===== config.mk =====
export PLATFORM = sky130hd
export DESIGN_NAME = fsl_cordic_stage
export DESIGN_NICKNAME = d
export VERILOG_FILES = /design/src/rtl/core/fsl_pkg.sv /design/src/rtl/core/fsl_cordic_stage.sv
export SDC_FILE = /design/constraint.sdc
export NUM_CORES = 1
export LEC_CHECK = 0
export BUFFER_PORTS_ARGS = -buffer_cell sky130_fd_sc_hd__buf_2
export CAP_MARGIN = 25
export CORE_UTILIZATION = 55
export CTS_CLUSTER_SIZE = 30
export DETAILED_ROUTE_END_ITERATION = 16
export PLACE_DENSITY = 0.87
export SETUP_SLACK_MARGIN = 0.1
export SLEW_MARGIN = 20
export SYNTH_ARGS = -nofsm -noshare
export SYNTH_HDL_FRONTEND = slang
export SYNTH_SLANG_ARGS = --single-unit

===== constraint.sdc =====
create_clock -name i_clk -period 8.15 [get_ports i_clk]
set_input_delay 0.815 -clock i_clk [delete_from_list [all_inputs] [get_ports i_clk]]
set_output_delay 0.815 -clock i_clk [all_outputs]
set_load 0.02 [all_outputs]

===== src/rtl/core/fsl_pkg.sv =====
// ---------------------------------------------------------------------------
// Follower steering law package
// Shared widths, mode codes, the bus between pipeline stages, the per-mode
// speed gains and the arctangent table for the CORDIC iterations.
// ---------------------------------------------------------------------------
`default_nettype none

package fsl_pkg;

    localparam int IN_W      = 16;   // Q4.12 coordinates
    localparam int FRAC_BITS = 12;
    localparam int GUARD     = 8;
    localparam int XY_W      = 28;   // coordinates with guard bits and CORDIC growth
    localparam int Z_W       = 34;   // Q30 angle accumulator
    localparam int MAX_STEPS = 24;
    localparam int TURN_W    = 17;
    localparam int SPEED_W   = 15;
    localparam int MODE_W    = 2;
    localparam int KQ_W      = 30;   // gain compensation, Q30
    localparam int GAIN_W    = 16;   // speed gain, Q16

    localparam logic [MODE_W-1:0] MODE_LINE     = 2'd0;
    localparam logic [MODE_W-1:0] MODE_TRIANGLE = 2'd1;
    localparam logic [MODE_W-1:0] MODE_DIAMOND  = 2'd2;
    localparam logic [MODE_W-1:0] MODE_OTHER    = 2'd3;

    localparam logic signed [Z_W-1:0] HALF_PI_Q30 = 34'sd1686629713;
    localparam longint unsigned       KINF        = 64'd652032874;

    typedef struct packed {
        logic                   valid;
        logic                   zero;   // vector was (0,0): force outputs to 0
        logic [MODE_W-1:0]      mode;
        logic signed [XY_W-1:0] x;
        logic signed [XY_W-1:0] y;
        logic signed [Z_W-1:0]  z;
    } t_cordic_bus;

    // atan(2^-i) in Q30 radians
    function automatic logic signed [Z_W-1:0] atan_q30(input int i);
        logic signed [Z_W-1:0] v;
        case (i)
            0:  v = 34'sd843314857;
            1:  v = 34'sd497837829;
            2:  v = 34'sd263043837;
            3:  v = 34'sd133525159;
            4:  v = 34'sd67021687;
            5:  v = 34'sd33543516;
            6:  v = 34'sd16775851;
            7:  v = 34'sd8388437;
            8:  v = 34'sd4194283;
            9:  v = 34'sd2097149;
            10: v = 34'sd1048576;
            11: v = 34'sd524288;
            12: v = 34'sd262144;
            13: v = 34'sd131072;
            14: v = 34'sd65536;
            15: v = 34'sd32768;
            16: v = 34'sd16384;
            17: v = 34'sd8192;
            18: v = 34'sd4096;
            19: v = 34'sd2048;
            20: v = 34'sd1024;
            21: v = 34'sd512;
            22: v = 34'sd256;
            23: v = 34'sd128;
            default: v = '0;
        endcase
        return v;
    endfunction

    // speed gain per mode, Q16
    function automatic logic [GAIN_W-1:0] speed_gain(input logic [MODE_W-1:0] mode);
        logic [GAIN_W-1:0] g;
        case (mode)
            MODE_LINE:     g = 16'd32768;
            MODE_TRIANGLE: g = 16'd16384;
            MODE_DIAMOND:  g = 16'd16384;
            MODE_OTHER:    g = 16'd19661;
            default:       g = 16'd19661;
        endcase
        return g;
    endfunction

endpackage

`default_nettype wire


===== src/rtl/core/fsl_cordic_stage.sv =====
// ---------------------------------------------------------------------------
// Follower steering law CORDIC stage
// One vectoring micro-rotation by atan(2^-STAGE), registered.
// ---------------------------------------------------------------------------
`default_nettype none

module fsl_cordic_stage #(
    parameter int STAGE = 0
) (
    input  wire logic             i_clk,
    input  wire logic             i_rst_n,
    input  fsl_pkg::t_cordic_bus  i_bus,
    output fsl_pkg::t_cordic_bus  o_bus
);

    localparam logic signed [fsl_pkg::Z_W-1:0] ATAN = fsl_pkg::atan_q30(STAGE);

    logic signed [fsl_pkg::XY_W-1:0] xs;
    logic signed [fsl_pkg::XY_W-1:0] ys;
    fsl_pkg::t_cordic_bus            n_bus;
    fsl_pkg::t_cordic_bus            r_bus;

    always_comb begin
        xs    = i_bus.x >>> STAGE;
        ys    = i_bus.y >>> STAGE;
        n_bus = i_bus;
        // drive y toward zero
        if (i_bus.y < 0) begin
            n_bus.x = i_bus.x - ys;
            n_bus.y = i_bus.y + xs;
            n_bus.z = i_bus.z - ATAN;
        end else begin
            n_bus.x = i_bus.x + ys;
            n_bus.y = i_bus.y - xs;
            n_bus.z = i_bus.z + ATAN;
        end
    end

    always_ff @(posedge i_clk) begin
        if (!i_rst_n) begin
            r_bus.valid <= 1'b0;
        end else begin
            r_bus <= n_bus;
        end
    end

    assign o_bus = r_bus;

endmodule

`default_nettype wire


==> summary.md <==
| Metric | Value |
|---|---|
| First-pass GRT wire length | 35400 µm |
| Asr flop ratio synth | 0 |
| Routability cong. | between 0.9 and 1 |
| Routed wire length | 22700 µm |
| Initial antenna violation count | 1 |
| Switch share | 0.361 |
| Initial Utilization | 0.565 |
| Tot Pwr | roughly 0.0018 W |
| Vias in the first global route | 7218 |
| Global Route Usage Sum | 0.267 |
| Flop pwr share | 0.370 |
| Slew Limit Fails | 0 |
| Setup TNS | 0 ps |
| Clock Path Buffers | 2 |
| Fin worst setup slack | 3420 ps |
| Drt pass-1 iters | 6 |
| Ys Warns | 0 |
| Largest register FFs | 93 |
| Crit path max fanout | just under 80 |
| Clock transition at the registers of the reported paths | 60 ps |
| CP dominant cell by count | a21oi_1 |
| Avg Synthesized Cell Area | 9.20 µm² |
| Worst vdd ir | 0.0813 mV |
| Leading area contributor after synthesis | edfxtp_1 |
| Slew at the pin closest to its max-slew limit | 881 ps |
| Crit path time final | roughly 4700 ps |
| Data required, critical path | 8230 ps |
| Largest net degree at the start of global routing | 78 |
| Synthesized flop and latch total | 93 |
| Status | completed |
| Clock power share | 0.226 |
| Post-synth EDFFs | 92 |
| Clock Sinks | 93 |
| Fmax | roughly 0.21 GHz |
| Die Span X | between 100 and 150 µm |
| Main area contributors after synthesis | edfxtp_1, ha_1, xnor2_1, a21oi_1, inv_1 |
| Slowest stage cell, crit path | buf_4 |
| DP HPWL | 17800 µm |
| Internal power | between 0.001 and 0.0015 W |
| GRT Residual Overflow | 0 |
| Most frequent cells after synthesis | ha_1, a21oi_1, edfxtp_1 |
| Static Leak | about 4.7 nW |
| Crit Path Class | in2reg |
| Post-layout nets | 1363 |
| Startpoint types | primary input |
| Critical path origin | i_bus[61] |
| Post-Syn Nets | 1196 |
| Register area share after synthesis | 0.310 |
| Post-Place Setup Slack | 3110 ps |
| Cells after Synth | 976 |
| H-Tree Depth | 3 |
| Die area | 16800 µm² |
| Synth top area share | 0.308 |
| CTS tree | yes |
| Final Hold Vio Count | 0 |
| PostCTS Resize Cnt | 0 |
| Fill count | 1343 |
| Min Hold Slack | roughly 660 ps |
| Final setup violation count | 0 |
| Ys flop type | edfxtp_1 |
| Power Dens Cells | 172 nW/µm² |
| Tcrit/Tclk final | 0.581 |
| Yosys cell types | 78 |
| CP Capture Type | flop |
| Post-route ant nets | 0 |
| Slew Limit Headroom | 0.412 |
| Comb pwr share | 0.404 |
| Crit path arrival time | 4810 ps |
| CP endpoint | o_bus[30] |
| CP Cell Sequence | buf_2, buf_4, inv_2, buf_16, ha_1, a21oi_1, o221ai_1, a221oi_1, o21ai_0, a21oi_1, o21ai_1, a41oi_1, a21oi_1, xor2_1 |
| Max stage delay on crit path | about 670 ps |
| Routed wire per std cell | 16.7 µm |
| Chip height | 130 µm |
| Unrepaired setup endpoints after global routing | no |
| Leading cell type by number of instances after synthesis | ha_1 |
| Routed vias/inst | 5.87 |
| Hold_buf cts | 0 |
| Sw power | between 0.0006 and 0.0007 W |
| CTS root buffer | clkbuf_16 |
| Mapped Area | 8980 µm² |
| # rows | 46 |
| Hold Path Depth | 1 |
| Number of buffers created by CTS | 9 |
| I/O pins | 190 |
| Total of max-cap violations | 0 |
| Hold WC Path Type | in2reg |
| Share of cells above drive strength 1 | 0.204 |
| Setup Fix Bufs, Post-CTS | 0 |
| Remaining DRCs | 0 |
| Vias | between 8000 and 9000 |
| Core area | about 16000 µm² |
| 1st-iter DRT viols | 860 |
| PortBufs | 189 |
| Synth-to-Final Area Change | 14.6% |
worst max-delay path, delay by kind of cell:
family | cells | cell delay [ps]
compound gates | 8 | 1900
fa+ha+maj | 1 | 360
buf+inv | 4 | 1540
xor+xnor | 1 | 150
cell type report:
type	count	area [µm²]	share of cell area
Clock buffer	10	229	0.0222
Antenna cell	1	2.50	0.000243
Inverter	92	345	0.0336
Timing Repair Buffer	192	991	0.0963
Sequential cell	93	2780	0.270
Tap cell	216	270	0.0263
Clock inverter	5	52.6	0.00511
Multi-Input combinational cell	755	5620	0.546
logic make-up (layout without fill, tap and decap cells):
group,Yosys count,count (layout),share of synthesized area
mux,16,16,0.0178
simple gates,202,202,0.112
buf+inv,128,299,0.0642
other cells,0,1,0
compound gates,329,329,0.238
fa+ha+maj,124,124,0.176
xor+xnor,84,84,0.0820
flops,93,93,0.310
layout by cell type (no fill, tap or decap), types with 6 or more instances in the layout:
| cell type | n |
|---|---|
| nand4_1 | 8 |
| nor2_1 | 54 |
| o21bai_1 | 29 |
| o31ai_1 | 7 |
| xor2_1 | 22 |
| clkbuf_16 | 9 |
| nor4_1 | 8 |
| nand2b_1 | 11 |
| buf_2 | 188 |
| o21ai_0 | 56 |
| o21a_1 | 6 |
| o211ai_1 | 6 |
| nor3_1 | 21 |
| mux2i_1 | 16 |
| nand2_1 | 44 |
| ha_1 | 120 |
| a21oi_1 | 107 |
| edfxtp_1 | 92 |
| inv_1 | 86 |
| nand3_1 | 15 |
| a21o_1 | 31 |
| and3_1 | 8 |
| a31oi_1 | 10 |
| xnor2_1 | 62 |
| a211oi_1 | 14 |
| nor2b_1 | 13 |
routing by layer:
layer / wire [µm] / track usage / share of wire / up-vias
met3: 1800 / 0.0283 / 0.079 / 26
met1: 9970 / 0.375 / 0.44 / 3716
met2: 10600 / 0.431 / 0.47 / 383
met4: 374 / 0.0862 / 0.016 / 0
li1: - / - / - / 3882
met5: 0 / 0 / 0 / -
power groups by stage:
stage          combinational, W  clock [W]  sequential (W)
2_1_floorplan          0.000392          0        0.000766
4_1_cts                0.000705   0.000408        0.000656
6_report               0.000715   0.000400        0.000655
3_5_place_dp           0.000702          0        0.000665
5_1_grt                0.000776   0.000423        0.000662
3_3_place_gp           0.000691          0        0.000665
how the worst min path moves through the flow:
stage                     startpoint        end
final                      i_bus[91]  o_bus[91]
after CTS                  i_bus[91]  o_bus[91]
after floorplan            i_bus[90]  o_bus[90]
after detailed placement   i_bus[91]  o_bus[91]
after global placement     i_bus[90]  o_bus[90]
after global routing       i_bus[91]  o_bus[91]
per-stage QoR:
stage / util / std cells / area [µm²]
3_3_place_gp: 0.628 / 1347 / 9980
4_1_cts: 0.646 / 1362 / 10300
5_1_grt: 0.648 / 1364 / 10300
2_1_floorplan: - / 976 / 8980
6_report: 0.648 / 1364 / 10300
3_5_place_dp: 0.628 / 1347 / 9980
Power figures use the tool's default switching activity.
