==> config.mk <==
export PLATFORM = sky130hd
export DESIGN_NAME = fsl_scale
export DESIGN_NICKNAME = d
export VERILOG_FILES = /design/src/rtl/core/fsl_pkg.sv /design/src/rtl/core/fsl_scale.sv
export SDC_FILE = /design/constraint.sdc
export NUM_CORES = 2
export LEC_CHECK = 0
export BUFFER_PORTS_ARGS = -buffer_cell sky130_fd_sc_hd__buf_2
export CORE_MARGIN = 1
export CORE_UTILIZATION = 60
export DETAILED_ROUTE_END_ITERATION = 6
export PLACE_DENSITY_LB_ADDON = 0.05
export SYNTH_ARGS = -nofsm -noshare
export SYNTH_HDL_FRONTEND = slang
export SYNTH_SLANG_ARGS = --single-unit
==> constraint.sdc <==
create_clock -name i_clk -period 7.8 [get_ports i_clk]
set_input_delay 0.39 -clock i_clk [delete_from_list [all_inputs] [get_ports i_clk]]
set_output_delay 0.39 -clock i_clk [all_outputs]
set_load 0.1 [all_outputs]
==> src/rtl/core/fsl_pkg.sv <==
// ---------------------------------------------------------------------------
// Follower steering law package
// Shared widths, mode codes, the bus between pipeline stages, the per-mode
// speed gains and the arctangent table for the CORDIC iterations.
// ---------------------------------------------------------------------------
`default_nettype none

package fsl_pkg;

    localparam int IN_W      = 16;   // Q4.12 coordinates
    localparam int FRAC_BITS = 12;
    localparam int GUARD     = 8;
    localparam int XY_W      = 28;   // coordinates with guard bits and CORDIC growth
    localparam int Z_W       = 34;   // Q30 angle accumulator
    localparam int MAX_STEPS = 24;
    localparam int TURN_W    = 17;
    localparam int SPEED_W   = 15;
    localparam int MODE_W    = 2;
    localparam int KQ_W      = 30;   // gain compensation, Q30
    localparam int GAIN_W    = 16;   // speed gain, Q16

    localparam logic [MODE_W-1:0] MODE_LINE     = 2'd0;
    localparam logic [MODE_W-1:0] MODE_TRIANGLE = 2'd1;
    localparam logic [MODE_W-1:0] MODE_DIAMOND  = 2'd2;
    localparam logic [MODE_W-1:0] MODE_OTHER    = 2'd3;

    localparam logic signed [Z_W-1:0] HALF_PI_Q30 = 34'sd1686629713;
    localparam longint unsigned       KINF        = 64'd652032874;

    typedef struct packed {
        logic                   valid;
        logic                   zero;   // vector was (0,0): force outputs to 0
        logic [MODE_W-1:0]      mode;
        logic signed [XY_W-1:0] x;
        logic signed [XY_W-1:0] y;
        logic signed [Z_W-1:0]  z;
    } t_cordic_bus;

    // atan(2^-i) in Q30 radians
    function automatic logic signed [Z_W-1:0] atan_q30(input int i);
        logic signed [Z_W-1:0] v;
        case (i)
            0:  v = 34'sd843314857;
            1:  v = 34'sd497837829;
            2:  v = 34'sd263043837;
            3:  v = 34'sd133525159;
            4:  v = 34'sd67021687;
            5:  v = 34'sd33543516;
            6:  v = 34'sd16775851;
            7:  v = 34'sd8388437;
            8:  v = 34'sd4194283;
            9:  v = 34'sd2097149;
            10: v = 34'sd1048576;
            11: v = 34'sd524288;
            12: v = 34'sd262144;
            13: v = 34'sd131072;
            14: v = 34'sd65536;
            15: v = 34'sd32768;
            16: v = 34'sd16384;
            17: v = 34'sd8192;
            18: v = 34'sd4096;
            19: v = 34'sd2048;
            20: v = 34'sd1024;
            21: v = 34'sd512;
            22: v = 34'sd256;
            23: v = 34'sd128;
            default: v = '0;
        endcase
        return v;
    endfunction

    // speed gain per mode, Q16
    function automatic logic [GAIN_W-1:0] speed_gain(input logic [MODE_W-1:0] mode);
        logic [GAIN_W-1:0] g;
        case (mode)
            MODE_LINE:     g = 16'd32768;
            MODE_TRIANGLE: g = 16'd16384;
            MODE_DIAMOND:  g = 16'd16384;
            MODE_OTHER:    g = 16'd19661;
            default:       g = 16'd19661;
        endcase
        return g;
    endfunction

endpackage

`default_nettype wire

==> src/rtl/core/fsl_scale.sv <==
// ---------------------------------------------------------------------------
// Follower steering law output scaling
// Gain-compensates the magnitude, applies the mode speed gain and rounds the
// bearing into the turn rate. Four register stages, the last one drives
// the result ports.
// ---------------------------------------------------------------------------
`default_nettype none

module fsl_scale #(
    parameter int CORDIC_STEPS = 16
) (
    input  wire logic                              i_clk,
    input  wire logic                              i_rst_n,
    input  fsl_pkg::t_cordic_bus                   i_bus,
    output logic                                   o_done,
    output logic signed [fsl_pkg::TURN_W-1:0]      o_turn_rate,
    output logic [fsl_pkg::SPEED_W-1:0]            o_forward_speed
);

    localparam longint unsigned K_FULL = fsl_pkg::KINF +
        (2 * fsl_pkg::KINF) / (64'd3 << (2 * CORDIC_STEPS));
    localparam logic [fsl_pkg::KQ_W-1:0] K_Q30 = fsl_pkg::KQ_W'(K_FULL);

    localparam int XU_W   = fsl_pkg::XY_W - 1;
    localparam int P1_W   = XU_W + fsl_pkg::KQ_W;
    localparam int DIST_W = P1_W - 30 + 1;
    localparam int P2_W   = DIST_W + fsl_pkg::GAIN_W;
    localparam int SP_SH  = 16 + fsl_pkg::GUARD;
    localparam int SP_W   = P2_W - SP_SH + 1;
    localparam int TSH    = 28 - fsl_pkg::FRAC_BITS;
    localparam int Z_W    = fsl_pkg::Z_W;

    localparam logic signed [Z_W-1:0] TURN_MAX = Z_W'((1 << (fsl_pkg::TURN_W - 1)) - 1);
    localparam logic signed [Z_W-1:0] TURN_MIN = -Z_W'(1 << (fsl_pkg::TURN_W - 1));
    localparam logic [SP_W-1:0] SPEED_MAX = SP_W'((1 << fsl_pkg::SPEED_W) - 1);

    // stage 1: magnitude times K, turn rate rounded
    logic [XU_W-1:0]                   xu;
    logic signed [Z_W-1:0]             z_rnd;
    logic signed [Z_W-1:0]             t_full;
    logic signed [fsl_pkg::TURN_W-1:0] n_turn1;
    logic                              r_v1;
    logic                              r_zero1;
    logic [fsl_pkg::MODE_W-1:0]        r_mode1;
    logic [P1_W-1:0]                   r_p1;
    logic signed [fsl_pkg::TURN_W-1:0] r_turn1;

    always_comb begin
        xu = (i_bus.x < 0) ? '0 : XU_W'(i_bus.x);
        z_rnd  = i_bus.z + Z_W'(1 << (TSH - 1));
        t_full = z_rnd >>> TSH;
        if (t_full > TURN_MAX) begin
            n_turn1 = TURN_MAX[fsl_pkg::TURN_W-1:0];
        end else if (t_full < TURN_MIN) begin
            n_turn1 = TURN_MIN[fsl_pkg::TURN_W-1:0];
        end else begin
            n_turn1 = t_full[fsl_pkg::TURN_W-1:0];
        end
    end

    always_ff @(posedge i_clk) begin
        if (!i_rst_n) begin
            r_v1 <= 1'b0;
        end else begin
            r_v1 <= i_bus.valid;
        end
    end

    always_ff @(posedge i_clk) begin
        r_zero1 <= i_bus.zero;
        r_mode1 <= i_bus.mode;
        r_p1    <= P1_W'(xu) * P1_W'(K_Q30);
        r_turn1 <= n_turn1;
    end

    // stage 2: round to distance, look up mode gain
    logic [P1_W:0]                     p1_rnd;
    logic                              r_v2;
    logic                              r_zero2;
    logic [DIST_W-1:0]                 r_dist2;
    logic [fsl_pkg::GAIN_W-1:0]        r_gain2;
    logic signed [fsl_pkg::TURN_W-1:0] r_turn2;

    assign p1_rnd = {1'b0, r_p1} + (P1_W+1)'(64'd1 << 29);

    always_ff @(posedge i_clk) begin
        if (!i_rst_n) begin
            r_v2 <= 1'b0;
        end else begin
            r_v2 <= r_v1;
        end
    end

    always_ff @(posedge i_clk) begin
        r_zero2 <= r_zero1;
        r_dist2 <= p1_rnd[P1_W:30];
        r_gain2 <= fsl_pkg::speed_gain(r_mode1);
        r_turn2 <= r_turn1;
    end

    // stage 3: distance times speed gain
    logic                              r_v3;
    logic                              r_zero3;
    logic [P2_W-1:0]                   r_p2;
    logic signed [fsl_pkg::TURN_W-1:0] r_turn3;

    always_ff @(posedge i_clk) begin
        if (!i_rst_n) begin
            r_v3 <= 1'b0;
        end else begin
            r_v3 <= r_v2;
        end
    end

    always_ff @(posedge i_clk) begin
        r_zero3 <= r_zero2;
        r_p2    <= P2_W'(r_dist2) * P2_W'(r_gain2);
        r_turn3 <= r_turn2;
    end

    // stage 4: round, saturate, zero-vector override
    logic [P2_W:0]                     p2_rnd;
    logic [SP_W-1:0]                   sp_full;
    logic [fsl_pkg::SPEED_W-1:0]       n_speed;
    logic signed [fsl_pkg::TURN_W-1:0] n_turn;
    logic                              r_done;
    logic signed [fsl_pkg::TURN_W-1:0] r_turn;
    logic [fsl_pkg::SPEED_W-1:0]       r_speed;

    always_comb begin
        p2_rnd  = {1'b0, r_p2} + (P2_W+1)'(64'd1 << (SP_SH - 1));
        sp_full = p2_rnd[P2_W:SP_SH];
        n_speed = (sp_full > SPEED_MAX) ? SPEED_MAX[fsl_pkg::SPEED_W-1:0]
                                        : sp_full[fsl_pkg::SPEED_W-1:0];
        n_turn  = r_turn3;
        if (r_zero3) begin
            n_speed = '0;
            n_turn  = '0;
        end
    end

    always_ff @(posedge i_clk) begin
        if (!i_rst_n) begin
            r_done <= 1'b0;
        end else begin
            r_done <= r_v3;
        end
    end

    always_ff @(posedge i_clk) begin
        r_turn  <= n_turn;
        r_speed <= n_speed;
    end

    assign o_done          = r_done;
    assign o_turn_rate     = r_turn;
    assign o_forward_speed = r_speed;

endmodule

`default_nettype wire

==> summary.txt <==
Yosys
  • Top_reg_cell synth: dfxtp_1
  • Asr flop ratio synth: 0%
  • Synth Warn #: 0
  • Register area share after synthesis: 12.8%
  • Syn Area/Cell: 9.91 µm²
  • Cell variety after synth: 54
  • Post-synth EDFFs: 0
  • Cell Area, Synth: 26900 µm²
  • Cells after Synth: 2710
  • Net count after synthesis: 3762
  • Yosys reg bits: 172

Clock tree
  • CTS tree: built
  • Clock Path Buffers: 2
  • Num CTS Buffers: 17
  • Num Clock Sinks: 172
  • Root buf cell: clkbuf_16
  • Clock Pin Slew Worst Setup and Hold Paths: 0.07 ns
  • Post-cts sizing count: 0
  • H-tree levels: 4
  • CTS Hold Bufs: 0
  • Worst-skew pair later-pin latency: 0.43 ns
  • Setup bufs post-CTS: 0

Final layout
  • # fillers: 3660
  • Layout cell share with drive strength beyond 1: 7.18%
  • P&R area growth vs syn: 8.15%
  • Fin nets: 3910
  • Finished Core Util: 65.7%
  • Final instance area: 29100 µm²
  • Ant diodes: 0
  • Multi-input gate area: 20300 µm²
  • Sequential cell area: 3440 µm²

Timing
  • Period utilization: 93.5%
  • Final Skew: 0.0173 ns
  • RSZ-0062 raised after global routing: false
  • Final hold vios: 0
  • Fin Setup TNS: 0 ns
  • Actual slew at the worst max-slew pin: 1.26 ns
  • Final setup fails: 0
  • Crit path time final: 7.29 ns
  • Max Slew Vio Count: 0
  • Final worst slack: 0.509 ns
  • Slew HR: 15.8%
  • Fmax: 0.137 GHz

Die
  • Core area: 44200 µm²
  • Vert. Die Dim: 214 µm
  • I/O pin cnt: 129
  • Die X: 214 µm
  • Die ar.: 45600 µm²
  • Rows: 77
  • Starting Density: 60.8%

Detailed routing
  • Pre-antenna DRT Iters: 7
  • Initial DRC Count: 777
  • Met1 wire length: 27800 µm
  • Antenna viol nets, final: 0
  • DRC Markers: 1
  • Routed len/inst: 18.5 µm
  • Via Count: 17899
  • Met3 wire len: 2340 µm
  • Top Metal Used: met4
  • Routed length on met2: 32600 µm
  • Overall routed net length: 64100 µm
  • Vias per cell: 5.17

Run status
  • Failing checks: design-rule violations
  • Status: finished with violations

Global routing
  • Vias in the first global route: 19144
  • Tot GR Track Use: 29.6%
  • Antenna violations before repair: 0
  • Global-route wire length before repair: 101000 µm
  • Total congestion overflow: 0
  • Largest net degree at the start of global routing: 33

Setup path
  • Crit end category: flip-flop
  • CP Launch Type: primary input
  • Crit-path max FO: 26
  • Crit path arrival time: 7.63 ns
  • Worst Path Required: 8.14 ns
  • WS Path Type: primary input to flip-flop
  • R2r worst-path depth: 20

Placed design
  • Detail Placement HPWL: 58600 µm
  • Placer congestion estimate: 0.994
  • Pre-CTS WS: 0.119 ns
  • IO Port Bufs: 85
  • Placed inst area: 28500 µm²

Hold path
  • Hold WC Path Type: primary input to flip-flop
  • Hold path depth: 1

Flow run
  • Max_cap viols: 0
## routing by layer
layer	track usage, %	up-vias
li1	-	8549
met1	37.8	8921
met2	53.4	362
met3	3.37	67
met4	7.19	0
met5	0	-
## worst paths after layout
| kind | from | endpoint | slack (ns) |
|---|---|---|---|
| setup / recovery | i_bus[89] | r_p1[55] | 0.51 |
| hold / removal | i_bus[92] | r_zero1 | 0.05 |
| setup reg to reg | r_gain2[11] | r_p2[42] | 0.91 |
| hold reg to reg | r_turn2[14] | r_turn3[14] | 0.33 |
## kinds of logic (layout without fill, tap and decap cells)
family                   Yosys count  after routing  synth area share (%)
XOR/XNOR                         115            115                  3.75
adder cells (fa/ha/maj)          956            956                  58.3
AND/OR/NAND/NOR                  388            388                  7.72
AO/OA/AOI/OAI                    242            242                  5.68
buffers and inverters            836            997                  11.7
flip-flops                       172            172                  12.8
multiplexers                       1              1                0.0373
## registers in the layout (all words and copies together), names as in the netlist
name,count
r_dist2,28
r_p1,28
r_p2,21
o_turn_rate,17
r_turn1,17
r_turn2,17
r_turn3,17
o_forward_speed,15
r_gain2,3
r_mode1,2
o_done,1
r_v1,1
r_v2,1
r_v3,1
r_zero1,1
r_zero2,1
r_zero3,1
## cells in the final DEF (no fill, tap or decap), types with 10 or more instances in the layout
cell type,netlist,routed
o21bai_1,13,13
xnor2_1,66,66
o21ai_0,53,53
ha_1,462,462
nor3_1,12,12
nor2b_1,43,43
or2_2,10,10
fa_1,494,494
a21o_1,31,31
xor2_1,49,49
buf_4,0,70
nand2b_1,24,24
and2_1,76,76
nand3_1,39,39
and3_1,19,19
dfxtp_1,172,172
inv_1,810,810
o211ai_1,11,11
a21oi_1,83,83
buf_2,0,85
o21a_1,10,10
clkbuf_16,0,17
nand2_1,78,78
nor2_1,49,49
nand4_1,22,22
## worst max-delay path: stages
cell and delay, ns:
buf_2 0.26, nor2b_1 0.77, ha_1 0.31, inv_1 0.09, fa_1 0.50, inv_1 0.06
fa_1 0.47, inv_1 0.05, fa_1 0.49, inv_1 0.05, fa_1 0.48, fa_1 0.56
inv_1 0.06, fa_1 0.53, inv_1 0.04, ha_1 0.31, buf_4 0.16, a21oi_1 0.17
o21ai_0 0.12, a41oi_1 0.19, o21ai_1 0.17, o31ai_4 0.35, a211oi_1 0.15, o311a_1 0.40
or2_4 0.28, o311ai_2 0.20
## area by class of cell
type                    instances  share of cell area [%]
multi-input cells            1702                    69.8
inverters                     810                    10.5
well taps                     592                    2.55
repair buffers                155                    3.27
clock inverters                14                   0.542
clock buffers                  18                    1.51
flip-flops and latches        172                    11.8
## cell usage after synthesis, types with 12 or more instances
library cell  instances  share of area, %
nor2b_1              43               1.0
o21bai_1             13              0.36
a21o_1               31              0.87
inv_1               810                11
ha_1                462                22
fa_1                494                37
nand3_1              39              0.73
nor3_1               12              0.22
nor2_1               49              0.68
nand2_1              78               1.1
a21oi_1              83               1.5
and2_1               76               1.8
nand4_1              22              0.51
clkbuf_1             26              0.36
dfxtp_1             172                13
xor2_1               49               1.6
o21ai_0              53              0.99
xnor2_1              66               2.2
and3_1               19              0.44
nand2b_1             24              0.56
## through the flow
stage / hold slack [ns] / cells
global route: 0.0362 / 3463
detailed placement: 0.312 / 3431
CTS: 0.0321 / 3463
global placement: 0.311 / 3431
finish: 0.0502 / 3463
floorplan: 0.310 / 2710
Power is not shown: default switching activity piles up to over one toggle a cycle in this logic, so the estimate is an artifact.
