$ cat config.mk
export PLATFORM = sky130hd
export DESIGN_NAME = fsl_front
export DESIGN_NICKNAME = d
export VERILOG_FILES = /design/src/rtl/core/fsl_pkg.sv /design/src/rtl/core/fsl_front.sv
export SDC_FILE = /design/constraint.sdc
export NUM_CORES = 1
export LEC_CHECK = 0
export ABC_AREA = 1
export BUFFER_PORTS_ARGS = -buffer_cell sky130_fd_sc_hd__buf_2
export CELL_PAD_IN_SITES_DETAIL_PLACEMENT = 0
export CELL_PAD_IN_SITES_GLOBAL_PLACEMENT = 1
export CORE_UTILIZATION = 35
export CTS_BUF_LIST = sky130_fd_sc_hd__clkbuf_8
export CTS_CLUSTER_DIAMETER = 50
export DETAILED_ROUTE_END_ITERATION = 8
export PLACE_DENSITY_LB_ADDON = 0.1
export SLEW_MARGIN = 20
export SYNTH_ARGS = -nofsm -noshare
export SYNTH_HDL_FRONTEND = slang
export SYNTH_SLANG_ARGS = --single-unit
$ cat constraint.sdc
create_clock -name i_clk -period 1.8 [get_ports i_clk]
set_input_delay 0.36 -clock i_clk [delete_from_list [all_inputs] [get_ports i_clk]]
set_output_delay 0.36 -clock i_clk [all_outputs]
set_load 0.1 [all_outputs]
$ cat src/rtl/core/fsl_pkg.sv
// ---------------------------------------------------------------------------
// Follower steering law package
// Shared widths, mode codes, the bus between pipeline stages, the per-mode
// speed gains and the arctangent table for the CORDIC iterations.
// ---------------------------------------------------------------------------
`default_nettype none

package fsl_pkg;

    localparam int IN_W      = 16;   // Q4.12 coordinates
    localparam int FRAC_BITS = 12;
    localparam int GUARD     = 8;
    localparam int XY_W      = 28;   // coordinates with guard bits and CORDIC growth
    localparam int Z_W       = 34;   // Q30 angle accumulator
    localparam int MAX_STEPS = 24;
    localparam int TURN_W    = 17;
    localparam int SPEED_W   = 15;
    localparam int MODE_W    = 2;
    localparam int KQ_W      = 30;   // gain compensation, Q30
    localparam int GAIN_W    = 16;   // speed gain, Q16

    localparam logic [MODE_W-1:0] MODE_LINE     = 2'd0;
    localparam logic [MODE_W-1:0] MODE_TRIANGLE = 2'd1;
    localparam logic [MODE_W-1:0] MODE_DIAMOND  = 2'd2;
    localparam logic [MODE_W-1:0] MODE_OTHER    = 2'd3;

    localparam logic signed [Z_W-1:0] HALF_PI_Q30 = 34'sd1686629713;
    localparam longint unsigned       KINF        = 64'd652032874;

    typedef struct packed {
        logic                   valid;
        logic                   zero;   // vector was (0,0): force outputs to 0
        logic [MODE_W-1:0]      mode;
        logic signed [XY_W-1:0] x;
        logic signed [XY_W-1:0] y;
        logic signed [Z_W-1:0]  z;
    } t_cordic_bus;

    // atan(2^-i) in Q30 radians
    function automatic logic signed [Z_W-1:0] atan_q30(input int i);
        logic signed [Z_W-1:0] v;
        case (i)
            0:  v = 34'sd843314857;
            1:  v = 34'sd497837829;
            2:  v = 34'sd263043837;
            3:  v = 34'sd133525159;
            4:  v = 34'sd67021687;
            5:  v = 34'sd33543516;
            6:  v = 34'sd16775851;
            7:  v = 34'sd8388437;
            8:  v = 34'sd4194283;
            9:  v = 34'sd2097149;
            10: v = 34'sd1048576;
            11: v = 34'sd524288;
            12: v = 34'sd262144;
            13: v = 34'sd131072;
            14: v = 34'sd65536;
            15: v = 34'sd32768;
            16: v = 34'sd16384;
            17: v = 34'sd8192;
            18: v = 34'sd4096;
            19: v = 34'sd2048;
            20: v = 34'sd1024;
            21: v = 34'sd512;
            22: v = 34'sd256;
            23: v = 34'sd128;
            default: v = '0;
        endcase
        return v;
    endfunction

    // speed gain per mode, Q16
    function automatic logic [GAIN_W-1:0] speed_gain(input logic [MODE_W-1:0] mode);
        logic [GAIN_W-1:0] g;
        case (mode)
            MODE_LINE:     g = 16'd32768;
            MODE_TRIANGLE: g = 16'd16384;
            MODE_DIAMOND:  g = 16'd16384;
            MODE_OTHER:    g = 16'd19661;
            default:       g = 16'd19661;
        endcase
        return g;
    endfunction

endpackage

`default_nettype wire

$ cat src/rtl/core/fsl_front.sv
// ---------------------------------------------------------------------------
// Follower steering law front end
// Adds the mode offset, flags the zero vector, scales in the guard bits and
// folds the left half plane by a quarter turn. One register stage.
// ---------------------------------------------------------------------------
`default_nettype none

module fsl_front (
    input  wire logic                                i_clk,
    input  wire logic                                i_rst_n,
    input  wire logic                                i_valid,
    input  wire logic [fsl_pkg::MODE_W-1:0]          i_mode,
    input  wire logic signed [fsl_pkg::IN_W-1:0]     i_leader_x,
    input  wire logic signed [fsl_pkg::IN_W-1:0]     i_leader_y,
    output fsl_pkg::t_cordic_bus                     o_bus
);

    localparam int OFS_W = fsl_pkg::IN_W + 1;
    localparam logic signed [OFS_W-1:0] Y_OFFSET =
        OFS_W'(1 << (fsl_pkg::FRAC_BITS - 1));

    logic signed [OFS_W-1:0]          y_ofs;
    logic signed [fsl_pkg::XY_W-1:0]  xg;
    logic signed [fsl_pkg::XY_W-1:0]  yg;
    fsl_pkg::t_cordic_bus             n_bus;
    fsl_pkg::t_cordic_bus             r_bus;

    always_comb begin
        y_ofs = OFS_W'(i_leader_y);
        if (i_mode == fsl_pkg::MODE_TRIANGLE || i_mode == fsl_pkg::MODE_DIAMOND) begin
            y_ofs = y_ofs + Y_OFFSET;
        end
        xg = fsl_pkg::XY_W'(i_leader_x) <<< fsl_pkg::GUARD;
        yg = fsl_pkg::XY_W'(y_ofs) <<< fsl_pkg::GUARD;

        n_bus.valid = i_valid;
        n_bus.mode  = i_mode;
        n_bus.zero  = (i_leader_x == '0) && (y_ofs == '0);
        if (xg < 0) begin
            // rotate into the right half plane
            if (yg >= 0) begin
                n_bus.x = yg;
                n_bus.y = -xg;
                n_bus.z = fsl_pkg::HALF_PI_Q30;
            end else begin
                n_bus.x = -yg;
                n_bus.y = xg;
                n_bus.z = -fsl_pkg::HALF_PI_Q30;
            end
        end else begin
            n_bus.x = xg;
            n_bus.y = yg;
            n_bus.z = '0;
        end
    end

    always_ff @(posedge i_clk) begin
        if (!i_rst_n) begin
            r_bus.valid <= 1'b0;
        end else begin
            r_bus <= n_bus;
        end
    end

    assign o_bus = r_bus;

endmodule

`default_nettype wire

==> results of run 1 <==
## cell type report
class                           instances  area (um2)
Inverter                               45         171
Timing Repair Buffer                  136         818
Sequential cell                        47        1400
Clock buffer                            5        68.8
Fill cell                             907        4860
Clock inverter                          3        16.3
Tap cell                              108         135
Multi-Input combinational cell        245        1200
## Yosys cell counts, types with 4 or more instances
cell type and count:
o21ai_1 17, nand3_1 31, inv_1 43, nor2_2 4, nand4_1 5, buf_4 48
nor2_1 24, xor2_1 16, nand2_1 97, o21ai_0 6, clkbuf_1 5, edfxtp_1 46
## repair_timing
action,CTS,global route
resized for setup,0,18
setup endpoints to repair,0,33
buffers inserted,0,1
## through the flow
stage | TNS [ps] | setup slack [ps] | std cells | hold slack, ps | power (mW)
after floorplan | -5280 | -177 | 394 | 453 | 3.05
after global placement | -165 | -76.5 | 580 | 536 | 3.25
after detailed placement | -216 | -82.8 | 580 | 543 | 3.25
after CTS | 0 | 39.3 | 588 | 227 | 3.88
after global routing | -887 | -65.3 | 589 | 239 | 4.04
final | 0 | 138 | 589 | 235 | 3.85
## power by group
| group | internal [mW] | total (mW) | switching [mW] |
|---|---|---|---|
| Sequential | 1.32 | 1.35 | 0.0288 |
| Combinational | 0.280 | 1.89 | 1.61 |
| Clock | 0.266 | 0.614 | 0.348 |
| Total | 1.87 | 3.85 | 1.99 |
## cell families (layout without fill, tap and decap cells)
group	Yosys count	in the layout
AO/OA/AOI/OAI	33	33
adder cells (fa/ha/maj)	3	3
AND/OR/NAND/NOR	172	172
other	1	20
buffers and inverters	102	189
flip-flops	47	47
XOR/XNOR	17	17
## worst paths after layout
path	end	slack, ps	cells past startpoint
worst max-delay path	o_bus[13]	140	1
worst min-delay path	o_bus[93]	230	3
## routing by layer
| metal | share of wire, % | routed length [um] |
|---|---|---|
| met1 | 48 | 3500 |
| met2 | 46 | 3350 |
| met3 | 5.2 | 377 |
| met4 | 0.51 | 37 |
| met5 | 0 | 0 |
==> metrics.yaml, run 1 <==
synthesis:
  yosysSeqAreaShare_pct: 44.9
  synth_edf_count: 46
  synth_top_area_cell: "edfxtp_1"
  syn_area_um2: 3120
  ys_ff_latch: 47
  synth_adder_area_share_pct: 1.20
  synth_compound_area_share_pct: 6.05
  ys_warn_count: 0
  synth.distinct_cells: 33
  syn_area_per_cell_um2: 8.32
  ys_async_sr_fraction_pct: 0
  synthCells: 375
  synth-simple-area-share_pct: 24.1
  synth-main-ff-cell: "edfxtp_1"
  synth_top_family_by_area: "simple AND/OR/NAND/NOR gates"
  synthMuxAreaShare_pct: 0
  synth_top_area_share_pct: 44.2
  synthTopCellsByArea: "edfxtp_1, nand2_1, buf_4, inv_1, nand3_1"
  synth-xor-area-share_pct: 4.77
finish:
  postLayoutCellArea_um2: 3810
  final_common_cell: "nand2_1"
  drive_gt1_share_pct: 32.6
  antennaDiodeCount: 0
  fin_util_pct: 44.0
  area_growth_pct: 22.2
  layout_common_cells: "nand2_1, buf_2, edfxtp_1, inv_1, nand3_1"
  fin_nets: 520
  largest_reg_flops: 47
cts:
  cts_tree: "yes"
  cts-root-buf: "clkbuf_8"
  htreeDepth: 2
  cts_made_buffers: 5
  cts.sinks: 47
  clk_pin_slew_worst_paths_ps: 90
  clockBufferDepth: 2
  hold_buffers: 0
run:
  drv_cap: 0
setup_path:
  cp_slowest_stage_delay_ps: 520
  crit_family: "flip-flops"
  path_max_fanout: 15
  path_cells: "buf_2"
  worstSetupEndpointType: "output pin"
  required_ps: 1440
  crit_type: "reg -> out"
  cp-start-kind: "flop"
  setup.worst_path.start: "o_bus[30]"
  critPathBufInv: 1
  critPathSlowestCell: "edfxtp_1"
  crit_arrival_ps: 1300
sta:
  hold_viol: 0
  setup_viol: 0
  fin_crit_ps: 1660
  fmax_mhz: 602
  min_period_over_period_pct: 92.3
  maxSlewViolCount: 0
  rsz0062_at_grt: "yes"
floorplanning:
  die_h_um: 96.4
  start_util_pct: 36.0
  dieArea_um2: 9300
  die_w_um: 96.4
  ios: 131
  num_rows: 34
  core-area_um2: 8680
routing:
  ant_nets: 0
  drtIter0Drc: 88
  routed_via_density: 4.41
  vias: 2598
  routed_wirelength_um: 7270
  wl_per_cell_um: 12.3
  dr.pass1.iters: 4
  drc: 0
global_route:
  gr-max-usage-layer: "met2"
  grtUsageMet1_pct: 23.3
  grt_overflow: 0
  grt_max_degree: 48
  grt.total_usage_pct: 16.2
  antenna_found_initial: 0
  grt_pass1_vias: 2280
  gr-usage-met2_pct: 25.6
  grt_pass1_wl_um: 11400
  grtUsageMet3_pct: 2.66
power_and_ir_drop:
  power_density_nw_per_um2: 1010
  power_leakage_nw: 1.92
  max-vdd-ir-drop_mv: 0.340
worst_hold_path:
  worstHoldPathType: "in -> reg"
  hp-start: "i_valid"
placed_design:
  place_area_um2: 3660
  gp_routability_congestion: 0.812
  dp_hpwl_um: 5790
  place.port_buffers: 114
status:
  outcome: "completed"
Power figures use the tool's default switching activity.
==> run 2: changes to the inputs <==
--- a/config.mk
+++ b/config.mk
@@ -13,7 +13,7 @@
 export CTS_BUF_LIST = sky130_fd_sc_hd__clkbuf_8
 export CTS_CLUSTER_DIAMETER = 50
 export DETAILED_ROUTE_END_ITERATION = 8
-export PLACE_DENSITY_LB_ADDON = 0.1
+export PLACE_DENSITY = 0.87
 export SLEW_MARGIN = 20
 export SYNTH_ARGS = -nofsm -noshare
 export SYNTH_HDL_FRONTEND = slang
==> metrics.yaml, run 2 (synthesis results as in run 1) <==
finish:
  antennaDiodeCount: 0  # unchanged
  fin_cells: 584  # -0.85%
  area_growth_pct: 22.6
  largest_reg_flops: 47  # unchanged
  nFillCells: 900  # -0.77%
  layout_common_cells: "nand2_1, buf_2, edfxtp_1, inv_1, nand3_1"
  fin_nets: 515  # -0.96%
  postLayoutCellArea_um2: 3830  # +0.30%
  drive_gt1_share_pct: 32.1  # -0.50 points
  fin_util_pct: 44.1  # +0.13 points
sta:
  hold_viol: 0  # unchanged
  rsz0062_at_grt: "yes"
  maxSlewViolCount: 0  # unchanged
  layout_setup_ws_ps: 137  # -1.64 ps
  min_period_over_period_pct: 92.4  # about the same
  fmax_mhz: 601  # about the same
  setup_viol: 0  # unchanged
  fin_crit_ps: 1660  # +1.64 ps
status:
  outcome: "completed"
global_route:
  grt_pass1_vias: 2226  # -2.4%
  antenna_found_initial: 0  # unchanged
  grt_pass1_wl_um: 10600  # -6.6%
  grt_max_degree: 40  # -17%
  grt_overflow: 0  # unchanged
  grt.total_usage_pct: 15.0  # -1.2 points
placed_design:
  place_area_um2: 3630  # -1.0%
  dpl_worst_slack_ps: -39.9  # +42.8 ps
  place.port_buffers: 114  # unchanged
  dp_hpwl_um: 5490  # -5.1%
  gp_routability_congestion: 0.885  # +9.0%
  place_inst: 575  # -0.86%
floorplanning:
  dieArea_um2: 9300  # unchanged
  die_w_um: 96.4  # unchanged
  num_rows: 34  # unchanged
  die_h_um: 96.4  # unchanged
  ios: 131  # unchanged
  core-area_um2: 8680  # unchanged
  start_util_pct: 36.0  # unchanged
setup_path:
  required_ps: 1440  # about the same
  crit_arrival_ps: 1300  # about the same
  critPathBufInv: 1  # unchanged
  cp-start-kind: "flop"
  setup.worst_path.start: "o_bus[30]"
  path_cells: "buf_2"
  cp_num_cells: 1  # unchanged
  crit_type: "reg -> out"
  cp_slowest_stage_delay_ps: 520  # about the same
  crit_family: "flip-flops"
  critPathSlowestCell: "edfxtp_1"
  critPathCapture: "o_bus[23]"
  path_max_fanout: 15  # unchanged
  worstSetupEndpointType: "output pin"
cts:
  cts_made_buffers: 5  # unchanged
  clk_pin_slew_worst_paths_ps: 90  # about the same
  cts.sinks: 47  # unchanged
  clockBufferDepth: 2  # unchanged
  htreeDepth: 2  # unchanged
  cts_tree: "yes"
  cts-root-buf: "clkbuf_8"
  hold_buffers: 0  # unchanged
routing:
  drc: 0  # unchanged
  routed_wirelength_um: 7020  # -3.4%
  dr.pass1.iters: 4  # unchanged
  wl_per_cell_um: 12.0  # -2.6%
  routed_via_density: 4.54  # +3.0%
  vias: 2654  # +2.2%
  drtIter0Drc: 113  # +28%
  ant_nets: 0  # unchanged
power_and_ir_drop:
  max-vdd-ir-drop_mv: 0.326  # -4.2%
  power_leakage_nw: 1.91  # -0.25%
  power_density_nw_per_um2: 1080  # +7.2%
run:
  drv_cap: 0  # unchanged
worst_hold_path:
  worstHoldPathType: "in -> reg"
## run 2: routing by layer
metal / wire length, um / track usage (%) / vias up
li1: - / - / 1347
met3: 482 / 3.13 / 7
met2: 3240 / 24.5 / 111
met5: 0 / 0 / -
met4: 83 / 4.29 / 0
met1: 3220 / 20.1 / 1189
## run 2: layout make-up
cell class                      instances  area, um2  area share, %
Inverter                               45        171           4.48
Sequential cell                        47       1400           36.6
Clock inverter                          3       67.6           1.77
Multi-Input combinational cell        245       1200           31.5
Clock buffer                            5       68.8           1.80
Timing Repair Buffer                  131        778           20.3
Tap cell                              108        135           3.53
## run 2: per-stage QoR
stage                     power [mW]  hold slack (ps)  TNS, ps
after floorplan                 3.05              453    -5280
after global placement          3.23              536    -16.9
after detailed placement        3.23              543    -73.6
after CTS                       4.16              225        0
after global routing            4.31              249     -621
final                           4.14              235        0
## run 2: report_power, final
part | switching, mW | internal, mW
logic | 1.61 | 0.272
clock network | 0.360 | 0.554
registers | 0.0288 | 1.32
total | 1.99 | 2.15
## run 2: timing repair
action	4_1_cts	5_1_grt
buffers inserted	0	1
endpoints found under the setup margin	0	33
gates resized for setup	0	17
## run 2: how the worst min path moves through the flow
| stage | slack, ps | cells after the start | to | start |
|---|---|---|---|---|
| 2_1_floorplan | 450 | 2 | o_bus[93] | i_valid |
| 3_3_place_gp | 540 | 3 | o_bus[93] | i_valid |
| 3_5_place_dp | 540 | 3 | o_bus[93] | i_valid |
| 4_1_cts | 220 | 3 | o_bus[93] | i_valid |
| 5_1_grt | 250 | 3 | o_bus[93] | i_valid |
| 6_report | 230 | 3 | o_bus[93] | i_valid |
==> run 3: changes to the inputs <==
--- a/config.mk
+++ b/config.mk
@@ -13,7 +13,9 @@
 export CTS_BUF_LIST = sky130_fd_sc_hd__clkbuf_8
 export CTS_CLUSTER_DIAMETER = 50
 export DETAILED_ROUTE_END_ITERATION = 8
+export HOLD_SLACK_MARGIN = 0.12
 export PLACE_DENSITY = 0.87
+export RECOVER_POWER = 50
 export SLEW_MARGIN = 20
 export SYNTH_ARGS = -nofsm -noshare
 export SYNTH_HDL_FRONTEND = slang
==> metrics.yaml, run 3 (synthesis results as in run 1) <==
floorplanning:
  die_w_um: 96.4  # unchanged
  core-area_um2: 8680  # unchanged
  ios: 131  # unchanged
  dieArea_um2: 9300  # unchanged
  num_rows: 34  # unchanged
  die_h_um: 96.4  # unchanged
  start_util_pct: 36.0  # unchanged
cts:
  clockBufferDepth: 2  # unchanged
  cts.sinks: 47  # unchanged
  cts_made_buffers: 5  # unchanged
  cts-root-buf: "clkbuf_8"
  clk_pin_slew_worst_paths_ps: 90  # about the same
  hold_buffers: 0  # unchanged
  htreeDepth: 2  # unchanged
  cts_tree: "yes"
sta:
  setup_viol: 0  # unchanged
  slew_headroom_pct: 50.0
  layout_setup_ws_ps: 118  # -19.0 ps
  rsz0062_at_grt: "yes"
  min_period_over_period_pct: 93.5  # +1.1 points
  tightest_slew_ps: 750
  maxSlewViolCount: 0  # unchanged
  fin_crit_ps: 1680  # +19.0 ps
  fmax_mhz: 594  # -1.1%
  hold_slack_ps: 236  # +1.04 ps
  hold_viol: 0  # unchanged
finish:
  final_common_cell: "nand2_1"
  antennaDiodeCount: 0  # unchanged
  largest_reg_flops: 47  # unchanged
  layout_common_cells: "nand2_1, buf_2, edfxtp_1, inv_1, nand3_1"
  fin_nets: 515  # unchanged
  area_growth_pct: 20.9
  fin_util_pct: 43.5  # -0.61 points
  drive_gt1_share_pct: 30.5  # -1.7 points
global_route:
  grt_pass1_wl_um: 10600  # unchanged
  antenna_found_initial: 0  # unchanged
  grt_overflow: 0  # unchanged
  grt.total_usage_pct: 15.0  # unchanged
  grt_pass1_vias: 2226  # unchanged
  grt_max_degree: 40  # unchanged
setup_path:
  path_cells: "clkbuf_1, nand2_2, nand2_1, nand3_1, nand2_1, buf_12, nand2_1, xor2_1, nand2_1, o21ai_1"
  critPathSlowestCell: "buf_12"
  cp_slowest_stage_delay_ps: 220  # -300 ps
  required_ps: 1830  # +390 ps
  path_common_cell: "nand2_1"
  worstSetupEndpointType: "flop"
  critPathCapture: "o_bus[46]"
  crit_type: "in -> reg"
  cp-start-kind: "primary input"
  path_max_fanout: 30  # +15
  setup.worst_path.start: "i_mode[1]"
  crit_arrival_ps: 1710  # +410 ps
routing:
  routed_via_density: 4.55  # about the same
  ant_nets: 0  # unchanged
  dr.pass1.iters: 4  # unchanged
  vias: 2656  # +0.075%
  drc: 0  # unchanged
  routed_wirelength_um: 7060  # +0.58%
  drtIter0Drc: 121  # +7.1%
  wl_per_cell_um: 12.1  # +0.58%
placed_design:
  gp_routability_congestion: 0.885  # unchanged
  dpl_worst_slack_ps: -39.9  # unchanged
  place.port_buffers: 114  # unchanged
  dp_hpwl_um: 5490  # unchanged
status:
  outcome: "completed"
power_and_ir_drop:
  power_leakage_nw: 1.89  # -1.5%
  power_density_nw_per_um2: 1090  # +1.0%
  max-vdd-ir-drop_mv: 0.320  # -1.9%
worst_hold_path:
  worstHoldPathType: "in -> reg"
run:
  drv_cap: 0  # unchanged
==> run 3: critical path, delay by kind of cell <==
family                    cells  cell delay [ps]
AOI/OAI and AO/OA             1               90
xor gates and xnor gates      1              150
buffers and inverters         2              400
and+or+nand+nor               6              690
==> run 3: repair_timing <==
action	in CTS	in global routing
endpoints found under the setup margin	0	33
gates resized for setup	0	17
buffers inserted	0	1
hold endpoints to repair	0	0
==> run 3: worst min-delay path by stage <==
stage / startpoint / endpoint / slack (ps) / cells after the start
global route: i_valid / o_bus[93] / 250 / 3
detailed placement: i_valid / o_bus[93] / 540 / 3
floorplan: i_valid / o_bus[93] / 450 / 2
CTS: i_valid / o_bus[93] / 220 / 3
finish: i_valid / o_bus[93] / 240 / 3
global placement: i_valid / o_bus[93] / 540 / 3
==> run 3: final cells by class <==
class	instances	area, um2
tap	108	135
clock inverter	3	67.6
sequential	47	1400
clock buffer	5	68.8
inverter	45	171
fill	909	4900
timing repair buffer	131	754
multi-input combinational	245	1170
==> run 3: power breakdown <==
part	switching, mW	internal (mW)
Combinational	1.60	0.263
Sequential	0.0296	1.32
Clock	0.359	0.554
==> run 3: metrics by stage <==
stage               TNS, ps  area, um2  power [mW]  instances
global placement      -16.9       3630        3.23        575
finish                    0       3770        4.13        584
CTS                       0       3760        4.16        583
global route           -682       3770        4.30        584
detailed placement    -73.6       3630        3.23        575
floorplan             -5280       3210        3.05        394
==> run 3: metal layers <==
| layer | up-vias | share of wire [%] | GRT usage, % |
|---|---|---|---|
| met4 | 0 | 1.2 | 4.29 |
| met1 | 1192 | 46 | 20.1 |
| li1 | 1345 | - | - |
| met2 | 112 | 46 | 24.5 |
| met5 | - | 0 | 0 |
| met3 | 7 | 6.7 | 3.13 |
